`config.mk`:
```
export PLATFORM = sky130hd
export DESIGN_NAME = tpls_lane_acc
export DESIGN_NICKNAME = d
export VERILOG_FILES = /design/src/hw/rtl/tpls_pkg.sv /design/src/hw/rtl/tpls_lane_acc.sv
export SDC_FILE = /design/constraint.sdc
export NUM_CORES = 2
export LEC_CHECK = 0
export BUFFER_PORTS_ARGS = -buffer_cell sky130_fd_sc_hd__buf_2
export CORE_AREA = 2 2 604 606
export CTS_CLUSTER_SIZE = 40
export DETAILED_ROUTE_END_ITERATION = 10
export DIE_AREA = 0 0 606 608
export SYNTH_ARGS = -nofsm -noshare
export SYNTH_HDL_FRONTEND = slang
export SYNTH_SLANG_ARGS = --single-unit
export TNS_END_PERCENT = 20
```
`constraint.sdc`:
```
create_clock -name i_clk -period 3.1 [get_ports i_clk]
set_clock_uncertainty 0.2 [all_clocks]
set_input_delay 0.465 -clock i_clk [delete_from_list [all_inputs] [get_ports i_clk]]
set_output_delay 0.465 -clock i_clk [all_outputs]
set_load 0.01 [all_outputs]
```
`src/hw/rtl/tpls_pkg.sv`:
```
// Shared constants, types and helpers for the template point lane scorer.
package tpls_pkg;

    localparam int LANES        = 32;
    localparam int NARROW_LANES = 16;
    localparam int NARROW_ACTIVE = (LANES < NARROW_LANES) ? LANES : NARROW_LANES;
    localparam int BYTE_W       = 8;
    localparam int SUM_W        = 32;
    localparam int PROD_W       = 2 * BYTE_W;
    localparam int LANE_W       = 5;
    localparam int CNT_W        = $clog2(LANES + 1);
    localparam int CFG_IDX_W    = 2;
    localparam int CFG_DATA_W   = 32;

    typedef logic [CFG_IDX_W-1:0] t_cfg_idx;

    localparam t_cfg_idx CFG_THRESHOLD = t_cfg_idx'(0);
    localparam t_cfg_idx CFG_WIDE_MODE = t_cfg_idx'(1);

    typedef logic [LANES-1:0][SUM_W-1:0]  t_sum_arr;
    typedef logic [LANES-1:0][PROD_W-1:0] t_prod_arr;

    typedef struct packed {
        logic valid;
        logic last;
    } t_stage_ctl;

    // Number of lanes scored in the selected mode.
    function automatic logic [CNT_W-1:0] active_lanes(input logic wide);
        return wide ? CNT_W'(LANES) : CNT_W'(NARROW_ACTIVE);
    endfunction

endpackage

```
`src/hw/rtl/tpls_lane_acc.sv`:
```
// Per-lane 32-bit running sums, cleared after the last point of a block.
module tpls_lane_acc
    import tpls_pkg::*;
(
    input  logic       i_clk,
    input  logic       i_rst_n,
    input  t_stage_ctl i_s2_ctl,
    input  t_prod_arr  i_prod,
    input  logic       i_buf_free,
    output logic       o_pull,
    output logic       o_load,
    output t_sum_arr   o_load_sums
);

    t_sum_arr r_sums;
    t_sum_arr n_total;

    always_comb begin
        for (int k = 0; k < LANES; k++) begin
            n_total[k] = r_sums[k] + SUM_W'(i_prod[k]);
        end
    end

    // Hold a last point until the result buffer can take the totals.
    assign o_pull      = i_s2_ctl.valid && (!i_s2_ctl.last || i_buf_free);
    assign o_load      = o_pull && i_s2_ctl.last;
    assign o_load_sums = n_total;

    always_ff @(posedge i_clk) begin
        if (!i_rst_n) begin
            r_sums <= '0;
        end else if (o_pull) begin
            r_sums <= i_s2_ctl.last ? '0 : n_total;
        end
    end

endmodule

```
==> reports/metrics.yaml <==
status: "finished with violations"
violations: "negative setup slack"
synth_flop_cell: "dfxtp_1"
finalNonFillerCells: 17089
clock_sinks: 1024
dieHeight_um: 608
period_share: 1.418
fin_ws_ns: -1.295
wl_mm: 391.3
period_needed_ns: 4.395
port_buffers: 1542
drv_cap: 0
place.gp.congestion: 1.013
grt_first_pass_wirelength_mm: 543.9
crit_required_ns: 2.43
antenna_found_initial: 154
worst_pin_slew_ns: 0.9772
grt_use_total: 0.1979
async_reset_ff_frac: 0
numCtsBuffers: 147
critical_path.max_fanout: 4
nets: 13177
synth_edf_count: 0
worstSetupStartpoint: "r_sums[800]"
root_buffer: "clkbuf_16"
wl_per_cell_um: 22.90
rsz0062_at_grt: "yes"
setup_tns_ns: -590.00
clock_path_buffers: 4
yosys-top-cells-area: "dfxtp_1 (29%), ha_1 (9.0%), xnor2_1 (7.8%), nand2_1 (4.0%), xor2_1 (3.6%)"
largest_reg_flops: 1024
coreArea_mm2: 0.3617
final_area_mm2: 0.1170
wl_met3_mm: 35.84
drive_gt1_frac: 0.4222
drt-met1-wl_mm: 151.0
fillerInstances: 37332
hold_path.startpoint: "i_prod[478]"
slew_violations: 0
dp_hpwl_mm: 301.8
r2r_start: "r_sums[384]"
p_leak_nw: 53.27
htree_levels: 4
fmax_mhz: 227.5
netlist_area_mm2: 0.07139
rows: 221
post-route-util: 0.3234
yosys.area.top_type: "dfxtp_1"
design.die.area_mm2: 0.3684
grt_pass1_vias: 78488
die_w_um: 606
cts_tree: "built"
cts_hold_buf: 120
ys_seq_area_frac: 0.2872
arrival_ns: 3.73
highest_layer: "met5"
first_pass_iters: 7
crit_type: "reg -> out"
synth_warnings: 0
start_kind: "register"
setup_viol: 906
postSynthAreaPerCell_um2: 8.215
reg_top3: "r_sums (1024)"
power_density_mw_per_mm2: 401.5
synth_fp_nets: 9751
grt_start_max_net_pins: 100
post-place-ws_ns: -0.9681
grt-ovfl-total: 0
synth_cells: 8690
wl_met2_mm: 173.2
ios: 1543
initial_core_util: 0.1974
hold_slack_ns: 0.01061
endpoint_kind: "primary output"
vdd_drop_max_mv: 0.3769
drc: 0
synth-seq-cells: 1024
vias: 83510
largest-register: "r_sums"
place_area_mm2: 0.09819
postRouteAntennaNets: 0
hold_class: "in -> reg"
hold_viol: 0
syn_to_final_growth_pct: 63.85
power.total_mw: 46.96
first_iter_violations: 6125
synth_top_area_frac: 0.2872
clk_latency_ns: 0.83
netlist-cell-type-count: 112
timing.slew.headroom: 0.3461
clk_pin_slew_worst_paths_ns: 0.06
vias_per_cell: 4.887
place_inst: 16312
-- layout make-up --
type / instances / area [um^2] / area share
Sequential cell: 1024 / 20690 / 0.1769
Inverter: 180 / 680.7 / 0.005819
Clock buffer: 217 / 4394 / 0.03757
Tap cell: 4794 / 5998 / 0.05128
Timing Repair Buffer: 3755 / 27330 / 0.2336
Multi-Input combinational cell: 7008 / 57200 / 0.4890
Antenna cell: 71 / 177.7 / 0.001519
Clock inverter: 40 / 500.5 / 0.004279
-- kinds of logic (layout without fill, tap and decap cells) --
kind of cell               Yosys count  count (layout)  share of synthesized area
AOI/OAI and AO/OA                 2892            2892                     0.2789
xor gates and xnor gates           925             925                     0.1135
adders and majority gates          544             544                    0.09871
buffers and inverters              659            4192                    0.03558
DFF                               1024            1024                     0.2872
muxes                               10              10                   0.001420
other                                0              71                          0
and+or+nand+nor                   2636            2637                     0.1848
-- cells in the mapped netlist (117+ instances only) --
library cell,count
clkbuf_1,410
and3_1,222
a21o_1,289
nand3_1,410
o21ai_0,474
ha_1,512
dfxtp_1,1024
o31ai_1,144
xor2_1,291
nor3_1,122
nor2b_1,253
a21oi_1,497
xnor2_1,634
nor2_1,399
a21boi_0,117
a31oi_1,258
a22o_1,260
inv_1,179
nand2_1,757
a22oi_1,217
-- placed cells by master (no fill, tap or decap), drive strengths merged, types with 74 or more instances in the layout --
| master | synthesis | final |
|---|---|---|
| a31oi | 259 | 259 |
| dfxtp | 1024 | 1024 |
| a211oi | 74 | 74 |
| a21oi | 497 | 497 |
| dlygate4sd3 | 0 | 120 |
| xor2 | 291 | 291 |
| inv | 179 | 187 |
| o21ai | 500 | 500 |
| a22o | 260 | 260 |
| clkbuf | 411 | 218 |
| nand3 | 412 | 412 |
| nor2 | 400 | 400 |
| ha | 512 | 512 |
| a21o | 289 | 289 |
| nor2b | 253 | 253 |
| o31ai | 151 | 151 |
| and2 | 94 | 94 |
| xnor2 | 634 | 634 |
| nand4 | 87 | 87 |
| nand2 | 758 | 758 |
| a21boi | 120 | 120 |
| buf | 68 | 3634 |
| a22oi | 217 | 217 |
| o21bai | 81 | 81 |
| o21a | 76 | 76 |
| and3 | 222 | 222 |
| nor3 | 127 | 127 |
-- critical path, stage by stage, from the launching register on --
cell	delay [ns]
dfxtp_2	0.34
ha_4	0.16
fa_2	0.34
a211oi_2	0.24
o21ai_1	0.13
a221o_1	0.37
a41oi_2	0.21
a211o_1	0.21
buf_12	0.16
buf_8	0.12
or2_4	0.13
buf_4	0.12
nor2_4	0.04
xor2_2	0.15
buf_6	0.15
-- routing by layer --
metal,up-vias,track usage
li1,39064,-
met1,40113,0.2288
met2,3238,0.3094
met3,1001,0.06344
met4,94,0.1369
met5,-,0
-- path summary, 6_finish.rpt --
path	end	slack, ns	depth (start not counted)
worst max-delay path	o_load_sums[826]	-1.29	14
worst max register to register	r_sums[407]	-0.87	23
worst min-delay path	r_sums[942]	0.01	4
worst min register to register	r_sums[669]	0.24	1
-- timing repair --
action,CTS,global route
resized for setup,1064,874
hold endpoints to repair,147,2
endpoints found under the setup margin,984,993
gates cloned,5,1
pin swaps,378,404
setup buffers,209,180
-- where the power goes --
part | total [mW] | leakage, nW | switching, mW | internal [mW]
Clock | 17.7 | 2.41 | 7.25 | 10.5
Sequential | 14.1 | 8.36 | 0.401 | 13.7
Combinational | 15.2 | 42.5 | 8.46 | 6.69
No activity file was read; power rests on OpenSTA's default activity.
