===== src/hw/rtl/tpls_pkg.sv =====
// Shared constants, types and helpers for the template point lane scorer.
package tpls_pkg;

    localparam int LANES        = 32;
    localparam int NARROW_LANES = 16;
    localparam int NARROW_ACTIVE = (LANES < NARROW_LANES) ? LANES : NARROW_LANES;
    localparam int BYTE_W       = 8;
    localparam int SUM_W        = 32;
    localparam int PROD_W       = 2 * BYTE_W;
    localparam int LANE_W       = 5;
    localparam int CNT_W        = $clog2(LANES + 1);
    localparam int CFG_IDX_W    = 2;
    localparam int CFG_DATA_W   = 32;

    typedef logic [CFG_IDX_W-1:0] t_cfg_idx;

    localparam t_cfg_idx CFG_THRESHOLD = t_cfg_idx'(0);
    localparam t_cfg_idx CFG_WIDE_MODE = t_cfg_idx'(1);

    typedef logic [LANES-1:0][SUM_W-1:0]  t_sum_arr;
    typedef logic [LANES-1:0][PROD_W-1:0] t_prod_arr;

    typedef struct packed {
        logic valid;
        logic last;
    } t_stage_ctl;

    // Number of lanes scored in the selected mode.
    function automatic logic [CNT_W-1:0] active_lanes(input logic wide);
        return wide ? CNT_W'(LANES) : CNT_W'(NARROW_ACTIVE);
    endfunction

endpackage


===== src/hw/rtl/tpls_lane_mul.sv =====
// Input register and per-lane byte times weight product stage.
module tpls_lane_mul
    import tpls_pkg::*;
(
    input  logic                    i_clk,
    input  logic                    i_rst_n,
    input  logic                    i_take,
    input  logic [LANES*BYTE_W-1:0] i_bytes,
    input  logic [BYTE_W-1:0]       i_weight,
    input  logic                    i_last,
    input  logic                    i_wide,
    input  logic                    i_s2_pull,
    output logic                    o_s1_free,
    output t_stage_ctl              o_s2_ctl,
    output t_prod_arr               o_prod
);

    t_stage_ctl                r_s1_ctl;
    logic [LANES*BYTE_W-1:0]   r_s1_bytes;
    logic [BYTE_W-1:0]         r_s1_weight;
    t_stage_ctl                r_s2_ctl;
    t_prod_arr                 r_s2_prod;
    t_prod_arr                 n_prod;
    logic                      s2_load_ok;
    logic                      s1_move;
    logic [CNT_W-1:0]          act_cnt;

    assign s2_load_ok = !r_s2_ctl.valid || i_s2_pull;
    assign s1_move    = r_s1_ctl.valid && s2_load_ok;
    assign o_s1_free  = !r_s1_ctl.valid || s1_move;
    assign act_cnt    = active_lanes(i_wide);

    // Inactive lanes contribute nothing.
    always_comb begin
        for (int k = 0; k < LANES; k++) begin
            if (CNT_W'(k) < act_cnt) begin
                n_prod[k] = PROD_W'(r_s1_bytes[k*BYTE_W +: BYTE_W]) * PROD_W'(r_s1_weight);
            end else begin
                n_prod[k] = '0;
            end
        end
    end

    always_ff @(posedge i_clk) begin
        if (!i_rst_n) begin
            r_s1_ctl <= '0;
            r_s2_ctl <= '0;
        end else begin
            if (o_s1_free) begin
                r_s1_ctl.valid <= i_take;
                r_s1_ctl.last  <= i_last;
            end
            if (s2_load_ok) begin
                r_s2_ctl.valid <= s1_move;
                r_s2_ctl.last  <= r_s1_ctl.last;
            end
        end
    end

    always_ff @(posedge i_clk) begin
        if (i_take && o_s1_free) begin
            r_s1_bytes  <= i_bytes;
            r_s1_weight <= i_weight;
        end
        if (s1_move) begin
            r_s2_prod <= n_prod;
        end
    end

    assign o_s2_ctl = r_s2_ctl;
    assign o_prod   = r_s2_prod;

endmodule


===== config.mk =====
export PLATFORM = sky130hd
export DESIGN_NAME = tpls_lane_mul
export DESIGN_NICKNAME = d
export VERILOG_FILES = /design/src/hw/rtl/tpls_pkg.sv /design/src/hw/rtl/tpls_lane_mul.sv
export SDC_FILE = /design/constraint.sdc
export NUM_CORES = 2
export LEC_CHECK = 0
export ABC_AREA = 1
export BUFFER_PORTS_ARGS = -buffer_cell sky130_fd_sc_hd__buf_2
export CORE_MARGIN = 2
export CORE_UTILIZATION = 46
export DETAILED_ROUTE_END_ITERATION = 10
export SYNTH_ARGS = -nofsm -noshare
export SYNTH_HDL_FRONTEND = slang
export SYNTH_SLANG_ARGS = --single-unit

===== constraint.sdc =====
create_clock -name i_clk -period 62 [get_ports i_clk]
set_input_delay 6.2 -clock i_clk [delete_from_list [all_inputs] [get_ports i_clk]]
set_output_delay 6.2 -clock i_clk [all_outputs]
set_load 0.02 [all_outputs]

==> results.yml <==
status:
  status: "finished clean"
global_routing:
  grt_remaining_overflow: 0
  grt_pass1_wl_um: 421000
  grt.total_usage: 0.238
  antenna_found_initial: 35
  grt_pass1_vias: 80600
  grt_start_max_net_pins: 139
cts:
  post_cts_resized: 0
  htreeDepth: 3
  clock-sinks: 780
  cts_tree: "done"
  numCtsBuffers: 100
  cts_max_path_buffers: 3
  clkTransAtPathRegs_ps: 50
  clock_latency_ps: 780
  cts_hold_buffers: 0
  post_cts_buffers: 0
  cts-root-buf: "clkbuf_16"
power_and_ir_drop:
  pwr-share-comb: 0.597
  switchingPower_mw: 1.66
  power.total_mw: 3.47
  swShare: 0.478
  peakVddDrop_mv: 0.0252
  intPower_mw: 1.81
  power_per_cell_area_nw_per_um2: 31.9
  power.leakage_nw: 67.9
  p_clk_frac: 0.174
  power_frac_seq: 0.229
route:
  ant_nets: 0
  num_vias: 77200
  first_pass_iters: 6
  routed_wl_um: 258000
  drcViolationCount: 0
  dr.first_iter.drc_count: 4702
  wl_per_cell_um: 16.0
  vias_per_cell: 4.79
synthesis:
  synth_fp_nets: 15300
  yosysWarnings: 0
  synth-seq-area-share: 0.234
  netlist_instances: 12700
  synth_cell_type_count: 30
  synth_seq_cells: 780
  syn_avg_cell_area_um2: 7.86
  synthesis.area_um2: 100000
critical_path:
  worstSetupPathType: "in -> out"
  crit_path_end_kind: "primary output"
  cp_data_arrival_time_ps: 7040
  required_ps: 55800
  start_kind: "primary input"
  path_max_fanout: 5
cells_and_area:
  drive_gt1_frac: 0.0833
  final_nets: 15700
  instances_no_fill: 16100
  area_growth_pct: 8.75
die:
  design.core.area_um2: 217000
  chipHeight_um: 471
  die_width_um: 471
  rows: 171
  initial_core_util: 0.462
  dieArea_um2: 221000
  io_pins: 785
sta:
  grt_setup_unrepaired: "no"
  relSlewSlack: 0.294
  tightest_slew_ps: 1050
  fmax_mhz: 75.5
  fin_crit_ps: 13240
  final-setup-viol-count: 0
  maxSlewViolCount: 0
  hold_violations: 0
  finalClockSkew_ps: 32.2
  setup_tns_ps: 0
  timing.final.crit_share: 0.214
place:
  io_buffers: 784
  place_congestion: 0.888
  hpwlAfterDp_um: 198000
  place_inst: 15900
flow_run:
  cap_violations: 0
min_path:
  hold_path.class: "reg -> reg"
[critical path, stage by stage]
cell	delay [ps]
buf_2	100
nor2_1	330
nand2_1	200
buf_2	210
[cell usage in the layout, fill, tap and decap left out, drive strengths merged, types with 109 or more instances in the layout]
cell and n:
clkbuf 109, ha 1152, nor2 600, inv 4002, edfxtp 776, buf 829
a21oi 279, o21ai 144, nand2 3565, fa 1152, nand3 284
[final timing paths]
check / slack [ps] / cells after the start / endpoint / start
worst max-delay path: 48760 / 4 / o_s1_free / i_s2_pull
worst min-delay path: 520 / 2 / r_s1_ctl[0] / r_s1_ctl[0]
worst max register to register: 55750 / 18 / o_prod[142] / r_s1_weight[2]
worst min register to register: 520 / 2 / r_s1_ctl[0] / r_s1_ctl[0]
[power groups by stage]
| stage | clock [mW] | combinational (mW) | sequential (mW) |
|---|---|---|---|
| finish | 0.602 | 2.07 | 0.796 |
| floorplan | 0 | 1.48 | 0.870 |
| CTS | 0.618 | 2.10 | 0.796 |
| global route | 0.636 | 2.41 | 0.802 |
| detailed placement | 0 | 2.07 | 0.805 |
| global placement | 0 | 2.06 | 0.805 |
[cell usage after synthesis, drive strengths merged]
library cell,instances,share of area
nor2,600,0.024
o21ai,144,0.0084
a21oi,279,0.014
dfxtp,4,0.00080
xnor2,65,0.0057
xor2,93,0.0081
nand3b,3,0.00022
clkbuf,14,0.00054
nand2,3565,0.13
buf,492,0.025
a31oi,15,0.00094
and2,2,0.00012
fa,1152,0.23
ha,1152,0.14
edfxtp,776,0.23
inv,3986,0.15
o21bai,16,0.0012
nand3,284,0.015
clkinv,1,0.000037
nand4,83,0.0052
a21o,13,0.00097
[registers in the layout, summed over array words and instances (netlist names)]
name and cells:
o_s2_ctl 2, o_prod 512, r_s1_ctl 2, r_s1_bytes 256, r_s1_weight 8
[layer usage]
| metal | GRT usage | vias up | share of wire |
|---|---|---|---|
| met5 | 0 | - | 0.00060 |
| met4 | 0.0812 | 24 | 0.035 |
| met3 | 0.0408 | 385 | 0.063 |
| met2 | 0.401 | 1976 | 0.47 |
| met1 | 0.308 | 37200 | 0.43 |
| li1 | - | 37700 | - |
[final cells by class]
type	count	area [um^2]
Antenna cell	16	40.0
Inverter	3987	15000
Sequential cell	780	23400
Clock inverter	75	721
Tap cell	2854	3570
Clock buffer	108	2570
Timing Repair Buffer	830	4390
Fill cell	20900	108000
Multi-Input combinational cell	7466	59200
[kinds of logic (layout without fill, tap and decap cells)]
logic type,Yosys count,count (layout),synth area share
flops,780,780,0.234
compound gates,467,467,0.0254
xor+xnor,158,158,0.0138
buf+inv,4493,5000,0.175
fa+ha+maj,2304,2304,0.374
other cells,0,16,0
simple gates,4537,4537,0.178
[stage by stage]
stage	utilization	cell area [um^2]	hold WS, ps	setup WS (ps)
floorplan	-	100000	456	33150
global placement	0.487	106000	472	48800
detailed placement	0.487	106000	505	48770
CTS	0.502	109000	515	48760
global route	0.502	109000	543	48710
finish	0.502	109000	518	48760
Power figures use the tool's default switching activity.
