[src/hw/rtl/tpls_pkg.sv]
// Shared constants, types and helpers for the template point lane scorer.
package tpls_pkg;

    localparam int LANES        = 32;
    localparam int NARROW_LANES = 16;
    localparam int NARROW_ACTIVE = (LANES < NARROW_LANES) ? LANES : NARROW_LANES;
    localparam int BYTE_W       = 8;
    localparam int SUM_W        = 32;
    localparam int PROD_W       = 2 * BYTE_W;
    localparam int LANE_W       = 5;
    localparam int CNT_W        = $clog2(LANES + 1);
    localparam int CFG_IDX_W    = 2;
    localparam int CFG_DATA_W   = 32;

    typedef logic [CFG_IDX_W-1:0] t_cfg_idx;

    localparam t_cfg_idx CFG_THRESHOLD = t_cfg_idx'(0);
    localparam t_cfg_idx CFG_WIDE_MODE = t_cfg_idx'(1);

    typedef logic [LANES-1:0][SUM_W-1:0]  t_sum_arr;
    typedef logic [LANES-1:0][PROD_W-1:0] t_prod_arr;

    typedef struct packed {
        logic valid;
        logic last;
    } t_stage_ctl;

    // Number of lanes scored in the selected mode.
    function automatic logic [CNT_W-1:0] active_lanes(input logic wide);
        return wide ? CNT_W'(LANES) : CNT_W'(NARROW_ACTIVE);
    endfunction

endpackage

[src/hw/rtl/tpls_emit.sv]
// Result buffer, pass mask and output register: one lane result per item.
module tpls_emit
    import tpls_pkg::*;
(
    input  logic              i_clk,
    input  logic              i_rst_n,
    input  logic              i_load,
    input  t_sum_arr          i_load_sums,
    input  logic              i_wide,
    input  logic [SUM_W-1:0]  i_thr,
    input  logic              i_out_stall,
    output logic              o_free,
    output logic              o_out_valid,
    output logic [LANE_W-1:0] o_lane_index,
    output logic [SUM_W-1:0]  o_raw_cost,
    output logic              o_lane_valid,
    output logic [LANES-1:0]  o_valid_mask,
    output logic              o_last_lane
);

    localparam logic [1:0] PH_EMPTY = 2'd0;
    localparam logic [1:0] PH_MASK  = 2'd1;
    localparam logic [1:0] PH_EMIT  = 2'd2;

    logic [1:0]         r_phase;
    t_sum_arr           r_buf;
    t_sum_arr           n_shift;
    logic [CNT_W-1:0]   r_cnt;
    logic [LANE_W-1:0]  r_idx;
    logic [LANES-1:0]   r_mask;
    logic [LANES-1:0]   n_mask;
    logic               r_out_valid;
    logic [LANE_W-1:0]  r_out_idx;
    logic [SUM_W-1:0]   r_out_cost;
    logic               r_out_pass;
    logic [LANES-1:0]   r_out_mask;
    logic               r_out_last;
    logic               out_take;
    logic               final_take;

    assign out_take   = (r_phase == PH_EMIT) && (!r_out_valid || !i_out_stall);
    assign final_take = out_take && (r_cnt == CNT_W'(1));
    assign o_free     = (r_phase == PH_EMPTY) || final_take;

    always_comb begin
        for (int k = 0; k < LANES; k++) begin
            n_mask[k] = (CNT_W'(k) < r_cnt) && (r_buf[k] <= i_thr);
        end
        for (int k = 0; k < LANES - 1; k++) begin
            n_shift[k] = r_buf[k+1];
        end
        n_shift[LANES-1] = '0;
    end

    always_ff @(posedge i_clk) begin
        if (!i_rst_n) begin
            r_phase     <= PH_EMPTY;
            r_out_valid <= 1'b0;
        end else begin
            if (out_take) begin
                r_out_valid <= 1'b1;
            end else if (!i_out_stall) begin
                r_out_valid <= 1'b0;
            end
            if (i_load) begin
                r_phase <= PH_MASK;
            end else begin
                unique case (r_phase)
                    PH_EMPTY: r_phase <= PH_EMPTY;
                    PH_MASK:  r_phase <= PH_EMIT;
                    PH_EMIT: begin
                        if (final_take) begin
                            r_phase <= PH_EMPTY;
                        end
                    end
                    default:  r_phase <= PH_EMPTY;
                endcase
            end
        end
    end

    always_ff @(posedge i_clk) begin
        if (out_take) begin
            r_out_idx  <= r_idx;
            r_out_cost <= r_buf[0];
            r_out_pass <= (r_buf[0] <= i_thr);
            r_out_mask <= r_mask;
            r_out_last <= (r_cnt == CNT_W'(1));
        end
        if (i_load) begin
            r_buf <= i_load_sums;
            r_cnt <= active_lanes(i_wide);
            r_idx <= '0;
        end else if (r_phase == PH_MASK) begin
            r_mask <= n_mask;
        end else if (out_take) begin
            // Advance to the next lane: shift the buffer down.
            r_buf <= n_shift;
            r_cnt <= r_cnt - CNT_W'(1);
            r_idx <= r_idx + LANE_W'(1);
        end
    end

    assign o_out_valid  = r_out_valid;
    assign o_lane_index = r_out_idx;
    assign o_raw_cost   = r_out_cost;
    assign o_lane_valid = r_out_pass;
    assign o_valid_mask = r_out_mask;
    assign o_last_lane  = r_out_last;

`ifndef SYNTH
    a_emit_cnt_live: assert property (@(posedge i_clk) disable iff (!i_rst_n)
        (r_phase == PH_EMIT) |-> (r_cnt != '0))
        else $error("emit phase with no lanes left");

    a_mask_then_emit: assert property (@(posedge i_clk) disable iff (!i_rst_n)
        (r_phase == PH_MASK) |=> (r_phase == PH_EMIT))
        else $error("mask phase did not move to emission");

    a_final_flagged: assert property (@(posedge i_clk) disable iff (!i_rst_n)
        final_take |=> (r_out_valid && r_out_last))
        else $error("final lane result not flagged last");

    a_load_when_free: assert property (@(posedge i_clk) disable iff (!i_rst_n)
        i_load |-> o_free)
        else $error("result buffer loaded while still busy");
`endif

endmodule

[config.mk]
export PLATFORM = sky130hd
export DESIGN_NAME = tpls_emit
export DESIGN_NICKNAME = d
export VERILOG_FILES = /design/src/hw/rtl/tpls_pkg.sv /design/src/hw/rtl/tpls_emit.sv
export SDC_FILE = /design/constraint.sdc
export NUM_CORES = 2
export LEC_CHECK = 0
export BUFFER_PORTS_ARGS = -buffer_cell sky130_fd_sc_hd__buf_2
export CAP_MARGIN = 25
export CORE_ASPECT_RATIO = 0.8
export CORE_MARGIN = 2
export CORE_UTILIZATION = 30
export CTS_BUF_LIST = sky130_fd_sc_hd__clkbuf_4 sky130_fd_sc_hd__clkbuf_8
export DETAILED_ROUTE_END_ITERATION = 8
export PLACE_DENSITY_LB_ADDON = 0.2
export SETUP_SLACK_MARGIN = 0.1
export SYNTH_ARGS = -nofsm -noshare
export SYNTH_HDL_FRONTEND = slang
export SYNTH_SLANG_ARGS = --single-unit
[constraint.sdc]
create_clock -name i_clk -period 45.9 [get_ports i_clk]
set_input_delay 2.295 -clock i_clk [delete_from_list [all_inputs] [get_ports i_clk]]
set_output_delay 2.295 -clock i_clk [all_outputs]
set_load 0.05 [all_outputs]
==> qor.csv <==
metric;value;unit
ir_drop;0.0213;mV
yosys-top-cells-area;edfxtp_1, ha_1, mux2_2;
synth_fp_nets;7241;
ys_warn_count;0;
dr_total_vias;51000;
period_share;0.174;
crit_fanout;165;
synthMostInstantiatedCell;edfxtp_1;
antenna_found_initial;82;
io_buffers;1133;
grt_max_degree;167;
syn-cell-area;68600;um^2
syn_inst;5152;
rsz0062_at_grt;no;
fp.dieH;432;um
final_nets;8541;
drv_slew;0;
required;46.44;ns
worst_pin_slew;1.10;ns
fp.coreArea;227000;um^2
avgSynthCellArea;13.3;um^2
slowest_stage;buf_4;
critPathArrivalTime;8.55;ns
total_power;2.86;mW
synthArstFlopShare;0;
finalSetupTns;0;ns
ios;1134;
final_hold_viol_count;0;
dieArea;233000;um^2
path_common_cell;buf_4;
clock-sinks;1141;
yosys_register_bits;1141;
fin_worst_skew;0.0590;ns
cts_tree;done;
overflow;0;
drt-initial-drc-count;4072;
dp_cells;9235;
fmax;0.125;GHz
max_slew_margin;0.248;
final.min_clock_period;8.00;ns
clk_pin_slew;0.06;ns
htreeDepth;4;
setup.worst_path.end_class;flip-flop;
track_usage;0.245;
wl_per_cell;30.4;um
layout-drive-gt1-share;0.385;
synth_top_area_frac;0.496;
hpwl;224000;um
ys_seq_area_frac;0.498;
status;finished, final reports clean;
die_w;539;um
yosysUniqueCellTypes;57;
cpPeakStageDelay;0.85;ns
insertion_delay;0.96;ns
powerDensity;34.6;nW/um^2
clockRootBuffer;clkbuf_8;
postRouteAntennaNets;0;
layoutNonFillerInstCount;9647;
first_pass_iters;5;
postCtsHoldBufs;0;
hp-class;reg2reg;
gp_congestion;0.893;
path_class;in2reg;
worstPathCellList;buf_8 > or2_4 > buf_12 > buf_4 > buf_4 > buf_4 > buf_4 > buf_4;
synth_top_flop_cell;edfxtp_1;
grt_pass1_vias;52000;
synth_commonest_cells;edfxtp_1, ha_1, mux2_2;
wirelength;294000;um
start_kind;input port;
grt_pass1_wl;398000;um
setup_viol;0;
timing.hold.ws;0.400;ns
drc;0;
vias_per_cell;5.29;
synth_edf_count;1133;
synthToLayoutAreaGrowth;20.3;%
p_leak;33.8;nW
clockBufferDepth;4;
cts-resized-gates;0;
start_util;0.303;
numCtsBuffers;213;
rows;156;
r2r_slack;39.28;ns
post_cts_buffers;0;
maxCapViolCount;0;
synth_top_area_cell;edfxtp_1;
-- cell type report --
cell class	instances	area [um^2]
fillers	22200	144000
flip-flops and latches	1141	34200
multi-input cells	3787	33500
repair buffers	1213	6450
well taps	3002	3760
clock buffers	267	3360
clock inverters	103	811
inverters	96	399
diodes	38	95.1
-- worst max-delay path: cells and delay by family --
kind	cells	cell delay (ns)
buffers and inverters	7	5.17
and+or+nand+nor	1	0.66
-- per-stage QoR --
step | setup WS (ns) | utilization | instance area, um^2
after floorplan | 26.76 | - | 68600
after global placement | 37.04 | 0.344 | 78000
after detailed placement | 36.93 | 0.345 | 78200
after CTS | 37.99 | 0.363 | 82300
after global routing | 37.55 | 0.364 | 82500
final | 37.90 | 0.364 | 82500
-- registers in the layout, summed over array words and instances (netlist names), 2 cells and up --
name,cells
r_buf,32
r_mask,32
r_phase,2
o_lane_index,5
n_shift,992
r_cnt,6
o_raw_cost,32
r_idx,5
o_valid_mask,32
-- layout by cell type, fill, tap and decap left out, types with 25 or more instances in the layout --
master	n
a21o_1	88
a21oi_1	485
a221oi_1	41
and2_1	34
buf_2	1132
buf_4	71
clkbuf_4	51
clkbuf_8	216
clkinv_1	54
clkinv_2	57
diode_2	38
edfxtp_1	1133
ha_1	1028
inv_1	65
mux2_2	962
nand2_1	308
nand3_1	112
nand4_1	198
nor2_1	92
nor3_1	25
nor4_1	52
o21ai_0	167
-- worst paths after layout --
kind,startpoint,end,depth (start not counted)
setup / recovery,i_load,n_shift[59],8
setup reg to reg,r_phase[1],n_shift[59],9
hold reg to reg,r_mask[29],o_valid_mask[29],0
hold / removal,r_mask[29],o_valid_mask[29],0
-- kinds of logic (layout without fill, tap and decap cells) --
logic type / Yosys count / in the layout / share of synthesized area
AOI/OAI and AO/OA: 895 / 895 / 0.0759
xor gates and xnor gates: 7 / 7 / 0.000894
adders and majority gates: 1028 / 1028 / 0.188
buffers and inverters: 224 / 1679 / 0.0141
DFF: 1141 / 1141 / 0.498
muxes: 963 / 963 / 0.158
other: 0 / 38 / 0
and+or+nand+nor: 894 / 894 / 0.0652
-- per-layer routing --
layer	track usage	vias to the layer above	part of all wire
met2	0.430	1922	0.50
met5	0	-	0.00036
met3	0.0399	479	0.059
met1	0.302	25400	0.41
li1	-	23100	-
met4	0.0844	16	0.035
-- power by group --
group / leakage (nW) / total [mW] / internal (mW) / switching, mW
clock network: 2.19 / 1.03 / 0.546 / 0.480
registers: 11.2 / 1.32 / 1.25 / 0.0671
logic: 20.5 / 0.507 / 0.215 / 0.292
Note: power is estimated with default switching activity, not from simulation.
